--- config.mk ---
export PLATFORM = sky130hd
export DESIGN_NAME = address_ban_table_core
export DESIGN_NICKNAME = d
export VERILOG_FILES = /design/src/hdl/abt_pkg.sv /design/src/hdl/address_ban_table_core.sv /design/src/hdl/abt_ram.sv
export SDC_FILE = /design/constraint.sdc
export NUM_CORES = 2
export LEC_CHECK = 0
export BUFFER_PORTS_ARGS = -buffer_cell sky130_fd_sc_hd__buf_2
export CAP_MARGIN = 20
export CELL_PAD_IN_SITES_DETAIL_PLACEMENT = 1
export CELL_PAD_IN_SITES_GLOBAL_PLACEMENT = 2
export CORE_ASPECT_RATIO = 1.75
export CORE_MARGIN = 3
export CORE_UTILIZATION = 46
export CTS_CLUSTER_DIAMETER = 120
export DETAILED_ROUTE_END_ITERATION = 8
export PLACE_DENSITY_LB_ADDON = 0.25
export SYNTH_ARGS = -nofsm -noshare
export SYNTH_HDL_FRONTEND = slang
export SYNTH_SLANG_ARGS = --single-unit
--- constraint.sdc ---
create_clock -name clock -period 5.9 [get_ports clock]
set_input_delay 1.77 -clock clock [delete_from_list [all_inputs] [get_ports clock]]
set_output_delay 1.77 -clock clock [all_outputs]
set_load 0.005 [all_outputs]
--- src/hdl/abt_pkg.sv ---
// shared types and constants of the address ban table
package abt_pkg;

   typedef enum logic [1:0] {
      OP_CHECK = 2'd0,
      OP_FAIL  = 2'd1,
      OP_OK    = 2'd2,
      OP_CLEAR = 2'd3
   } opcode_type;

   typedef enum logic [1:0] {
      ST_IDLE,
      ST_WALK,
      ST_FINISH,
      ST_POST
   } state_type;

   // configuration register indexes
   localparam logic CSR_MAX_FAILS   = 1'b0;
   localparam logic CSR_BAN_SECONDS = 1'b1;

   localparam logic [7:0]  MAX_FAILS_RESET   = 8'd5;
   localparam logic [31:0] BAN_SECONDS_RESET = 32'd300;
   localparam logic [7:0]  COUNT_MAX         = 8'hFF;

   typedef struct packed {
      logic [32:0] ban_until;
      logic        ban_active;
      logic [7:0]  fail_tally;
      logic [31:0] address;
   } entry_type;

   localparam int ENTRY_W = $bits(entry_type);

   typedef struct packed {
      logic       ban_started;
      logic [7:0] fail_total;
      logic       dropped_full;
      logic       is_banned;
   } result_type;

   localparam int RSP_W = 16;

endpackage

--- src/hdl/address_ban_table_core.sv ---
// top level of the address ban table
//
// Keeps a table of client IPv4 addresses with failure counts and ban expiry.
// Input channel req_*: tuser carries the opcode (check, fail, ok, clear),
// tdata the address and the current time in seconds. Every transaction
// gives exactly one transaction on the result channel rsp_*.
// The table entries live in one ram; only the per-entry valid bits are
// flops. Check, fail and ok walk all TABLE_ENTRIES entries through the ram
// read port, one entry per cycle, and the ram port sets the pace: the
// result shows once the walk, finish and post states are through, and
// req_tready rises in that same cycle, so no input is taken while an
// earlier one is in work. Clear needs no walk and goes straight to finish.
// A finished result sits in the rsp output register; a new input is
// accepted while it waits. A stalled rsp_tready holds the next result back
// and the block takes no further input until the register frees up.
// Reset (synchronous, active high) empties the table at once and loads
// max_fails = 5 and ban_seconds = 300; csr writes act on the next edge.
module address_ban_table_core #(
   parameter int TABLE_ENTRIES = 16
) (
   input  logic        clock,
   input  logic        reset,
   input  logic        req_tvalid,
   output logic        req_tready,
   input  logic [63:0] req_tdata,   // client_address[31:0], now_seconds[63:32]
   input  logic [1:0]  req_tuser,   // opcode[1:0]
   output logic        rsp_tvalid,
   input  logic        rsp_tready,
   output logic [15:0] rsp_tdata,   // is_banned[0], dropped_full[1],
                                    // fail_total[9:2], ban_started[10]
   input  logic        csr_we,
   input  logic        csr_index,
   input  logic [31:0] csr_wdata
);

   localparam int IDX_W = (TABLE_ENTRIES > 1) ? $clog2(TABLE_ENTRIES) : 1;
   localparam int CNT_W = $clog2(TABLE_ENTRIES + 1);
   localparam logic [CNT_W-1:0] CNT_END = CNT_W'(TABLE_ENTRIES);

   abt_pkg::state_type  state_ff, state_in;
   abt_pkg::opcode_type op_ff, op_in;
   logic [31:0]         addr_ff, addr_in;
   logic [31:0]         now_ff, now_in;

   logic [CNT_W-1:0]    issue_cnt_ff, issue_cnt_in;
   logic                proc_vld_ff, proc_vld_in;
   logic [IDX_W-1:0]    proc_idx_ff, proc_idx_in;
   logic [TABLE_ENTRIES-1:0] valid_ff, valid_in;

   logic                hit_ff, hit_in;
   logic [IDX_W-1:0]    hit_idx_ff, hit_idx_in;
   abt_pkg::entry_type  hit_entry_ff, hit_entry_in;
   logic                free_ff, free_in;
   logic [IDX_W-1:0]    free_idx_ff, free_idx_in;

   logic [7:0]          max_fails_ff;
   logic [31:0]         ban_seconds_ff;

   abt_pkg::result_type pend_ff, pend_in;
   abt_pkg::result_type rsp_data_ff, rsp_data_in;
   logic                rsp_tvalid_ff, rsp_tvalid_in;

   logic                ram_we;
   logic [IDX_W-1:0]    ram_waddr;
   abt_pkg::entry_type  ram_wdata;
   logic [IDX_W-1:0]    ram_raddr;
   logic [abt_pkg::ENTRY_W-1:0] ram_rdata;

   abt_pkg::entry_type  rd_entry;
   abt_pkg::entry_type  new_entry;
   abt_pkg::result_type res;
   logic                rd_valid;
   logic                rd_expired;
   logic                rd_live;
   logic [7:0]          base_count;
   logic [7:0]          next_count;
   logic [IDX_W-1:0]    slot;
   logic                req_accept;

   abt_ram #(
      .WIDTH(abt_pkg::ENTRY_W),
      .DEPTH(TABLE_ENTRIES)
   ) u_entry_ram (
      .clock(clock),
      .we   (ram_we),
      .waddr(ram_waddr),
      .wdata(ram_wdata),
      .raddr(ram_raddr),
      .rdata(ram_rdata)
   );

   assign req_tready = (state_ff == abt_pkg::ST_IDLE);
   assign req_accept = req_tvalid && req_tready;
   assign rsp_tvalid = rsp_tvalid_ff;
   assign rsp_tdata  = {(abt_pkg::RSP_W - $bits(abt_pkg::result_type))'(0), rsp_data_ff};

   assign rd_entry   = abt_pkg::entry_type'(ram_rdata);
   assign rd_valid   = valid_ff[proc_idx_ff];
   assign rd_expired = rd_valid && rd_entry.ban_active &&
                       ({1'b0, now_ff} >= rd_entry.ban_until);
   // a check drops expired entries before its lookup
   assign rd_live    = rd_valid && !((op_ff == abt_pkg::OP_CHECK) && rd_expired);

   always_comb begin
      state_in      = state_ff;
      op_in         = op_ff;
      addr_in       = addr_ff;
      now_in        = now_ff;
      issue_cnt_in  = issue_cnt_ff;
      proc_vld_in   = 1'b0;
      proc_idx_in   = proc_idx_ff;
      valid_in      = valid_ff;
      hit_in        = hit_ff;
      hit_idx_in    = hit_idx_ff;
      hit_entry_in  = hit_entry_ff;
      free_in       = free_ff;
      free_idx_in   = free_idx_ff;
      pend_in       = pend_ff;
      rsp_data_in   = rsp_data_ff;
      rsp_tvalid_in = rsp_tvalid_ff;
      ram_we        = 1'b0;
      ram_waddr     = '0;
      ram_wdata     = '0;
      ram_raddr     = '0;
      res           = '0;
      new_entry     = '0;
      base_count    = '0;
      next_count    = '0;
      slot          = '0;

      if (rsp_tvalid_ff && rsp_tready) begin
         rsp_tvalid_in = 1'b0;
      end

      unique case (state_ff)
         abt_pkg::ST_IDLE: begin
            if (req_accept) begin
               op_in        = abt_pkg::opcode_type'(req_tuser);
               addr_in      = req_tdata[31:0];
               now_in       = req_tdata[63:32];
               issue_cnt_in = '0;
               hit_in       = 1'b0;
               free_in      = 1'b0;
               state_in     = (abt_pkg::opcode_type'(req_tuser) == abt_pkg::OP_CLEAR) ?
                              abt_pkg::ST_FINISH : abt_pkg::ST_WALK;
            end
         end
         abt_pkg::ST_WALK: begin
            if (issue_cnt_ff < CNT_END) begin
               ram_raddr    = issue_cnt_ff[IDX_W-1:0];
               proc_vld_in  = 1'b1;
               proc_idx_in  = issue_cnt_ff[IDX_W-1:0];
               issue_cnt_in = issue_cnt_ff + CNT_W'(1);
            end
            if (proc_vld_ff) begin
               if ((op_ff == abt_pkg::OP_CHECK) && rd_expired) begin
                  valid_in[proc_idx_ff] = 1'b0;
               end
               if (rd_live && (rd_entry.address == addr_ff) && !hit_ff) begin
                  hit_in       = 1'b1;
                  hit_idx_in   = proc_idx_ff;
                  hit_entry_in = rd_entry;
               end
               if (!rd_valid && !free_ff) begin
                  free_in     = 1'b1;
                  free_idx_in = proc_idx_ff;
               end
            end else if (issue_cnt_ff == CNT_END) begin
               state_in = abt_pkg::ST_FINISH;
            end
         end
         abt_pkg::ST_FINISH: begin
            unique case (op_ff)
               abt_pkg::OP_CHECK: begin
                  // expired entries were skipped, so an active ban is unexpired
                  res.is_banned = hit_ff && hit_entry_ff.ban_active;
               end
               abt_pkg::OP_FAIL: begin
                  if (hit_ff || free_ff) begin
                     slot       = hit_ff ? hit_idx_ff : free_idx_ff;
                     base_count = hit_ff ? hit_entry_ff.fail_tally : 8'd0;
                     next_count = (base_count == abt_pkg::COUNT_MAX) ?
                                  base_count : base_count + 8'd1;
                     new_entry.address    = addr_ff;
                     new_entry.fail_tally = next_count;
                     new_entry.ban_active = hit_ff && hit_entry_ff.ban_active;
                     new_entry.ban_until  = hit_ff ? hit_entry_ff.ban_until : 33'd0;
                     if (next_count >= max_fails_ff) begin
                        new_entry.ban_active = 1'b1;
                        new_entry.ban_until  = {1'b0, now_ff} + {1'b0, ban_seconds_ff};
                        res.ban_started      = 1'b1;
                     end
                     ram_we          = 1'b1;
                     ram_waddr       = slot;
                     ram_wdata       = new_entry;
                     valid_in[slot]  = 1'b1;
                     res.fail_total  = next_count;
                  end else begin
                     res.dropped_full = 1'b1;
                  end
               end
               abt_pkg::OP_OK: begin
                  if (hit_ff) begin
                     valid_in[hit_idx_ff] = 1'b0;
                  end
               end
               abt_pkg::OP_CLEAR: begin
                  valid_in = '0;
               end
            endcase
            pend_in  = res;
            state_in = abt_pkg::ST_POST;
         end
         abt_pkg::ST_POST: begin
            if (!rsp_tvalid_ff || rsp_tready) begin
               rsp_tvalid_in = 1'b1;
               rsp_data_in   = pend_ff;
               state_in      = abt_pkg::ST_IDLE;
            end
         end
      endcase
   end

   always_ff @(posedge clock) begin
      if (reset) begin
         state_ff      <= abt_pkg::ST_IDLE;
         issue_cnt_ff  <= '0;
         proc_vld_ff   <= 1'b0;
         valid_ff      <= '0;
         hit_ff        <= 1'b0;
         free_ff       <= 1'b0;
         rsp_tvalid_ff <= 1'b0;
      end else begin
         state_ff      <= state_in;
         issue_cnt_ff  <= issue_cnt_in;
         proc_vld_ff   <= proc_vld_in;
         valid_ff      <= valid_in;
         hit_ff        <= hit_in;
         free_ff       <= free_in;
         rsp_tvalid_ff <= rsp_tvalid_in;
      end
   end

   always_ff @(posedge clock) begin
      op_ff        <= op_in;
      addr_ff      <= addr_in;
      now_ff       <= now_in;
      proc_idx_ff  <= proc_idx_in;
      hit_idx_ff   <= hit_idx_in;
      hit_entry_ff <= hit_entry_in;
      free_idx_ff  <= free_idx_in;
      pend_ff      <= pend_in;
      rsp_data_ff  <= rsp_data_in;
   end

   always_ff @(posedge clock) begin
      if (reset) begin
         max_fails_ff   <= abt_pkg::MAX_FAILS_RESET;
         ban_seconds_ff <= abt_pkg::BAN_SECONDS_RESET;
      end else if (csr_we) begin
         unique case (csr_index)
            abt_pkg::CSR_MAX_FAILS:   max_fails_ff   <= csr_wdata[7:0];
            abt_pkg::CSR_BAN_SECONDS: ban_seconds_ff <= csr_wdata;
         endcase
      end
   end

`ifndef SYNTHESIS
   a_walk_after_accept: assert property (@(posedge clock) disable iff (reset)
      $rose(state_ff == abt_pkg::ST_WALK) |-> $past(req_tvalid && req_tready))
      else $error("walk started without an input transaction");

   a_walk_count_bound: assert property (@(posedge clock) disable iff (reset)
      (state_ff == abt_pkg::ST_WALK) |-> (issue_cnt_ff <= CNT_END))
      else $error("walk counter ran past the table");

   a_drop_no_total: assert property (@(posedge clock) disable iff (reset)
      (rsp_tvalid && rsp_data_ff.dropped_full) |-> (rsp_data_ff.fail_total == 8'd0))
      else $error("dropped failure reports a count");

   a_ban_has_count: assert property (@(posedge clock) disable iff (reset)
      (rsp_tvalid && rsp_data_ff.ban_started) |-> (rsp_data_ff.fail_total != 8'd0))
      else $error("ban started with zero count");

   a_flags_exclusive: assert property (@(posedge clock) disable iff (reset)
      rsp_tvalid |-> !(rsp_data_ff.is_banned &&
                       (rsp_data_ff.dropped_full || rsp_data_ff.ban_started)))
      else $error("check and failure flags mixed in one result");
`endif

endmodule

--- src/hdl/abt_ram.sv ---
// generic single-write, single-read ram with registered read data
module abt_ram #(
   parameter int WIDTH = 8,
   parameter int DEPTH = 16
) (
   input  logic                                    clock,
   input  logic                                    we,
   input  logic [((DEPTH > 1) ? $clog2(DEPTH) : 1)-1:0] waddr,
   input  logic [WIDTH-1:0]                        wdata,
   input  logic [((DEPTH > 1) ? $clog2(DEPTH) : 1)-1:0] raddr,
   output logic [WIDTH-1:0]                        rdata
);

   logic [WIDTH-1:0] mem_ff [DEPTH];
   logic [WIDTH-1:0] rdata_ff;

   always_ff @(posedge clock) begin
      if (we) begin
         mem_ff[waddr] <= wdata;
      end
      rdata_ff <= mem_ff[raddr];
   end

   assign rdata = rdata_ff;

endmodule
# Word-level counts from Yosys, hierarchy flattened

Memories as Yosys holds them, arrays and structs flattened. A register that Yosys moved wholly into a read port is not among the register bits.
Index checks and enable logic that the tools add are counted.

Word-level logic and storage cells: 160
Memories kept: 1
Input bits: 104
Register bits: 209
Bits in writable memories: 1184

Memories:

| memory             | words | width | rd ports | clocked after Yosys merged registers in | wr ports | line          | source |
|---|---|---|---|---|---|---|---|
| u_entry_ram.mem_ff | 16    | 74    | 1        | 1                                       | 1        | abt_ram.sv:14 | `logic [WIDTH-1:0] mem_ff [DEPTH];` |

Bitwise gates (word level): 7
Reduce and logical (&&, ||, !) cells: 38
Magnitude comparators: 9
Add/subtract/negate cells: 3
Mux-type cells: 54
Equality and inequality tests: 22

Operator list:

| cell                 | number |
|---|---|
| $mux W74             | 3 |
| $mux W16             | 4 |
| $pmux W16 S3         | 1 |
| $mux W34             | 1 |
| $add A32 B32 Y33     | 1 |
| $ge A32 B33 Y1       | 1 |
| $mux W33             | 1 |
| $and A16 B16 Y16     | 2 |
| $eq A32 B32 Y1       | 1 |
| $not A16 Y16         | 2 |
| $pmux W16 S2         | 1 |
| $mux W4              | 6 |
| $mux W1              | 20 |
| $mux W8              | 2 |
| $ne A2 B2 Y1 const B | 8 |
| $or A16 B16 Y16      | 1 |
| $lt A4 B5 Y1 const B | 3 |
| $logic_and A1 B1 Y1  | 13 |
| $demux W1 S4         | 3 |
| $ge A4 B1 Y1 const B | 3 |
| $reduce_and A2 Y1    | 6 |
| $reduce_and A4 Y1    | 3 |
| $eq A2 B2 Y1 const B | 5 |
| $mux W2              | 5 |
| other kinds (23)     | 37 |

# Longest topological paths before layout

Depth in word-level cells: 12
Gate-level depth with buffers: 19
Mapped depth without buffers: 15

# Cells and area by module

A second synthesis with hierarchy kept.

Cells, all modules: 3100
Area total of the unflattened synthesis: 57381.3 um2

Modules (own cells, without submodules):

| module                 | sequential area each (um2) | cells each | area each (um2) | times used |
|---|---|---|---|---|
| abt_ram                | 37035.5                    | 1901       | 45753.9         | 1 |
| address_ban_table_core | 5605.4                     | 1199       | 11627.4         | 1 |

# Worst setup path after synthesis

Ideal clock, no wire load.

Path kind: register -> register
From: register hit_ff
To: memory u_entry_ram.mem_ff[12][0] (netlist bit) (enable)
Cell stages (with the launch flop): 7
Path buffers: 3
Period minus slack after synthesis: 5281 ps
Setup slack: 619 ps
Required time: 5393 ps
Data arrival time: 4774 ps
Cells stage by stage: dfxtp_1 clkbuf_1 clkbuf_1 clkbuf_1 a21oi_1 or3_1 nor2_1

Longest elaborated chain between the ends: 6

RTL lines:

| item                          | line                          | source |
|---|---|---|
| from (decl)                   | address_ban_table_core.sv:50  | `logic hit_ff, hit_in;` |
| from (signal assigned)        | address_ban_table_core.sv:238 | `hit_ff <= hit_in;` |
| $logic_or A1 B1 Y1            | address_ban_table_core.sv:179 | `if (hit_ff \|\| free_ff) begin` |
| $mux W1                       | address_ban_table_core.sv:179 |  |
| $mux W1                       | address_ban_table_core.sv:173 | `unique case (op_ff)` |
| $mux W1                       | address_ban_table_core.sv:135 | `unique case (state_ff)` |
| $mux W1                       | abt_ram.sv:18                 | `if (we) begin` |
| $mux W1 (implied by the code) | abt_ram.sv:19                 | `mem_ff[waddr] <= wdata;` |
| to (decl)                     | abt_ram.sv:14                 |  |

Several ways; a longest one is shown, not always the timed one.

==> flow_metrics.env <==
export IMPL_path_clk_slew_ps=60
export IMPL_cts_resized=0
export IMPL_std_cell_rows=173
export IMPL_crit_path_max_fanout=39
export IMPL_avgRoutedWirePerCell_um=28.4
export IMPL_cts_setup_buffers=0
export IMPL_grt_total_usage=0.247
export IMPL_crit_chain="buf_4 > and3_1 > and4_1 > nand4_1 > xnor2_1 > ha_1 > nand2b_1 > a21o_1 > a21o_1 > a211o_1 > a21oi_1 > o21a_1 > buf_12 > nand3_1 > a21oi_1"
export IMPL_drive_gt1_frac=0.131
export IMPL_hpwl_um=90500
export IMPL_syn_area_um2=59500
export IMPL_hold_class="flop to flop"
export IMPL_ir_worst_vdd_mv=0.285
export IMPL_ys_ff_latch=1467
export IMPL_final_nets=4237
export IMPL_synth_edf_count=1326
export IMPL_fin_worst_skew_ps=30.7
export IMPL_critical_path_class="flop to flop"
export IMPL_synth_cells=3936
export IMPL_placed_area_um2=62500
export IMPL_worstSetupEndpointType="flop"
export IMPL_max_stage_delay_ps=890
export IMPL_switching_share=0.239
export IMPL_power_total_mw=22.5
export IMPL_synth_main_ff_cell="edfxtp_1"
export IMPL_startpoint_type="flop"
export IMPL_ys_async_sr_fraction=0
export IMPL_avgSynthCellArea_um2=15.1
export IMPL_pin_count=122
export IMPL_slew_viol_final=0
export IMPL_setup_tns_ps=0
export IMPL_final_area_um2=67100
export IMPL_whs_ps=417
export IMPL_cts_tree="built"
export IMPL_routed_via_density=5.94
export IMPL_drc=0
export IMPL_grt_pass1_vias=37200
export IMPL_syn_to_final_growth_pct=12.8
export IMPL_status="complete, no violations"
export IMPL_dieArea_um2=134000
export IMPL_fmax_mhz=198
export IMPL_p_sw_mw=5.38
export IMPL_overflow=0
export IMPL_die_y_um=482
export IMPL_ys_types=70
export IMPL_p_clk_frac=0.400
export IMPL_root_buffer="clkbuf_16"
export IMPL_crit_slowest_cell="a21oi_1"
export IMPL_cts_path_max_buffers=3
export IMPL_hold_viol_final=0
export IMPL_synth_yosys_seq_area_share=0.717
export IMPL_ant_nets=0
export IMPL_tightest_slew_ps=1140
export IMPL_cts_buffers_inserted=137
export IMPL_grt_pass1_wl_um=245000
export IMPL_drt_pass1_iter_count=5
export IMPL_holdBufCountCts=0
export IMPL_fin_ws_ps=838
export IMPL_drt_iter0_drc=2722
export IMPL_p_int_mw=17.2
export IMPL_grt_max_degree=120
export IMPL_portBuffers=116
export IMPL_setup_viol=0
export IMPL_clk_latency_ps=770
export IMPL_dp_cells=5567
export IMPL_antenna_found_initial=3
export IMPL_drv_cap=0
export IMPL_combPwrFrac=0.087
export IMPL_powerDensity_nw_per_um2=336
export IMPL_numClockSinks=1467
export IMPL_final_cells=5829
export IMPL_arrival_ps=5460
export IMPL_grt_setup_unrepaired="no"
export IMPL_core_area_um2=128000
export IMPL_finalWirelength_um=165000
export IMPL_period_share=0.858
export IMPL_layout_min_cycle_time_ps=5060
export IMPL_die_w_um=278
export IMPL_ys_warn_count=0
export IMPL_p_leak_nw=23.6
export IMPL_globalplace_congestion=0.792
export IMPL_h_tree_depth=4
export IMPL_critPathRequiredTime_ps=6300
export IMPL_start_util=0.466
export IMPL_vias=34600
export IMPL_slew_headroom=0.233
export IMPL_final_util=0.525
export IMPL_place_ws_ps=847
export IMPL_p_seq_frac=0.513
sequential cells by signal (all words and copies together) (netlist names), 2 cells and up:
signal and count:
max_fails_ff 8, issue_cnt_ff 5, ban_seconds_ff 32, state_ff 2, valid_ff 16, now_ff 32, op_ff 2, hit_entry_ff 42
u_entry_ram.mem_ff 1184, proc_idx_ff 4, hit_idx_ff 4, u_entry_ram.rdata 74, rsp_tdata 11, addr_ff 32, pend_ff 11, free_idx_ff 4
cell type report:
class	count	area, um^2
Fill cell	12000	60600
Sequential cell	1467	42600
Multi-Input combinational cell	2157	15800
Clock buffer	174	3720
Tap cell	1662	2080
Timing Repair Buffer	212	1770
Clock inverter	77	798
Inverter	78	299
Antenna cell	2	5.00
placed cells by master (no fill, tap or decap), drive strengths merged, types with 79 or more instances in the layout:
cell | netlist | final
a211oi | 232 | 232
a21oi | 188 | 188
clkbuf | 189 | 176
dfxtp | 141 | 141
mux4 | 79 | 79
buf | 49 | 210
ha | 79 | 79
and2 | 186 | 186
edfxtp | 1326 | 1326
a31oi | 82 | 82
nor2 | 83 | 83
inv | 78 | 85
mux2i | 301 | 301
nand2 | 458 | 458
o21ai | 79 | 79
power groups by stage:
| stage | Sequential, mW | Clock (mW) | Combinational, mW |
|---|---|---|---|
| CTS | 11.6 | 9.20 | 1.99 |
| global route | 11.6 | 9.60 | 2.13 |
| floorplan | 11.7 | 0 | 1.34 |
| global placement | 11.8 | 0 | 1.95 |
| finish | 11.5 | 9.01 | 1.97 |
| detailed placement | 11.8 | 0 | 1.98 |
cells by family after synthesis:
kind of cell,count (synthesis),synth area share
and+or+nand+nor,877,0.0684
muxes,383,0.0811
DFF,1467,0.717
AOI/OAI and AO/OA,751,0.0865
adders and majority gates,80,0.0170
buffers and inverters,316,0.0211
xor gates and xnor gates,61,0.00898
other,1,0.0000630
path summary, 6_finish.rpt:
path / cells past startpoint / start / slack (ps) / end
setup reg to reg: 15 / hit_ff / 840 / u_entry_ram.mem_ff[14][51]
hold reg to reg: 0 / u_entry_ram.rdata[37] / 420 / hit_entry_ff[37]
hold / removal: 0 / u_entry_ram.rdata[37] / 420 / hit_entry_ff[37]
setup / recovery: 15 / hit_ff / 840 / u_entry_ram.mem_ff[14][51]
critical path, delay by kind of cell, from the launching register on:
kind	cells	cell delay (ps)
and+or+nand+nor	5	1000
buffers and inverters	2	550
AOI/OAI and AO/OA	6	2090
xor gates and xnor gates	1	390
adders and majority gates	1	290
DFF	1	350
cell usage after synthesis, drive strengths merged, types with 8 or more instances:
cell type | number | area share
inv | 78 | 0.0049
o32ai | 15 | 0.0040
xnor2 | 52 | 0.0077
or3 | 10 | 0.0011
clkbuf | 189 | 0.012
a21oi | 188 | 0.016
mux2i | 301 | 0.051
buf | 49 | 0.0042
o21ai | 79 | 0.0066
nand3 | 42 | 0.0035
nor2b | 8 | 0.00084
dfxtp | 141 | 0.047
edfxtp | 1326 | 0.67
nand2b | 15 | 0.0016
and3 | 12 | 0.0013
a31oi | 82 | 0.0086
a21o | 33 | 0.0043
nor3 | 26 | 0.0022
and2 | 186 | 0.020
a211oi | 232 | 0.029
xor2 | 9 | 0.0013
ha | 79 | 0.017
nand2 | 458 | 0.029
mux4 | 79 | 0.030
nand4 | 22 | 0.0023
a311oi | 75 | 0.011
nor2 | 83 | 0.0052
o21a | 9 | 0.0011
layer usage:
layer | up-vias | track usage | routed length (um)
li1 | 15400 | - | -
met5 | - | 0 | 0
met4 | 0 | 0.0864 | 5240
met1 | 18100 | 0.312 | 67900
met2 | 921 | 0.440 | 85100
met3 | 277 | 0.0311 | 7230
Note: power is estimated with default switching activity, not from simulation.
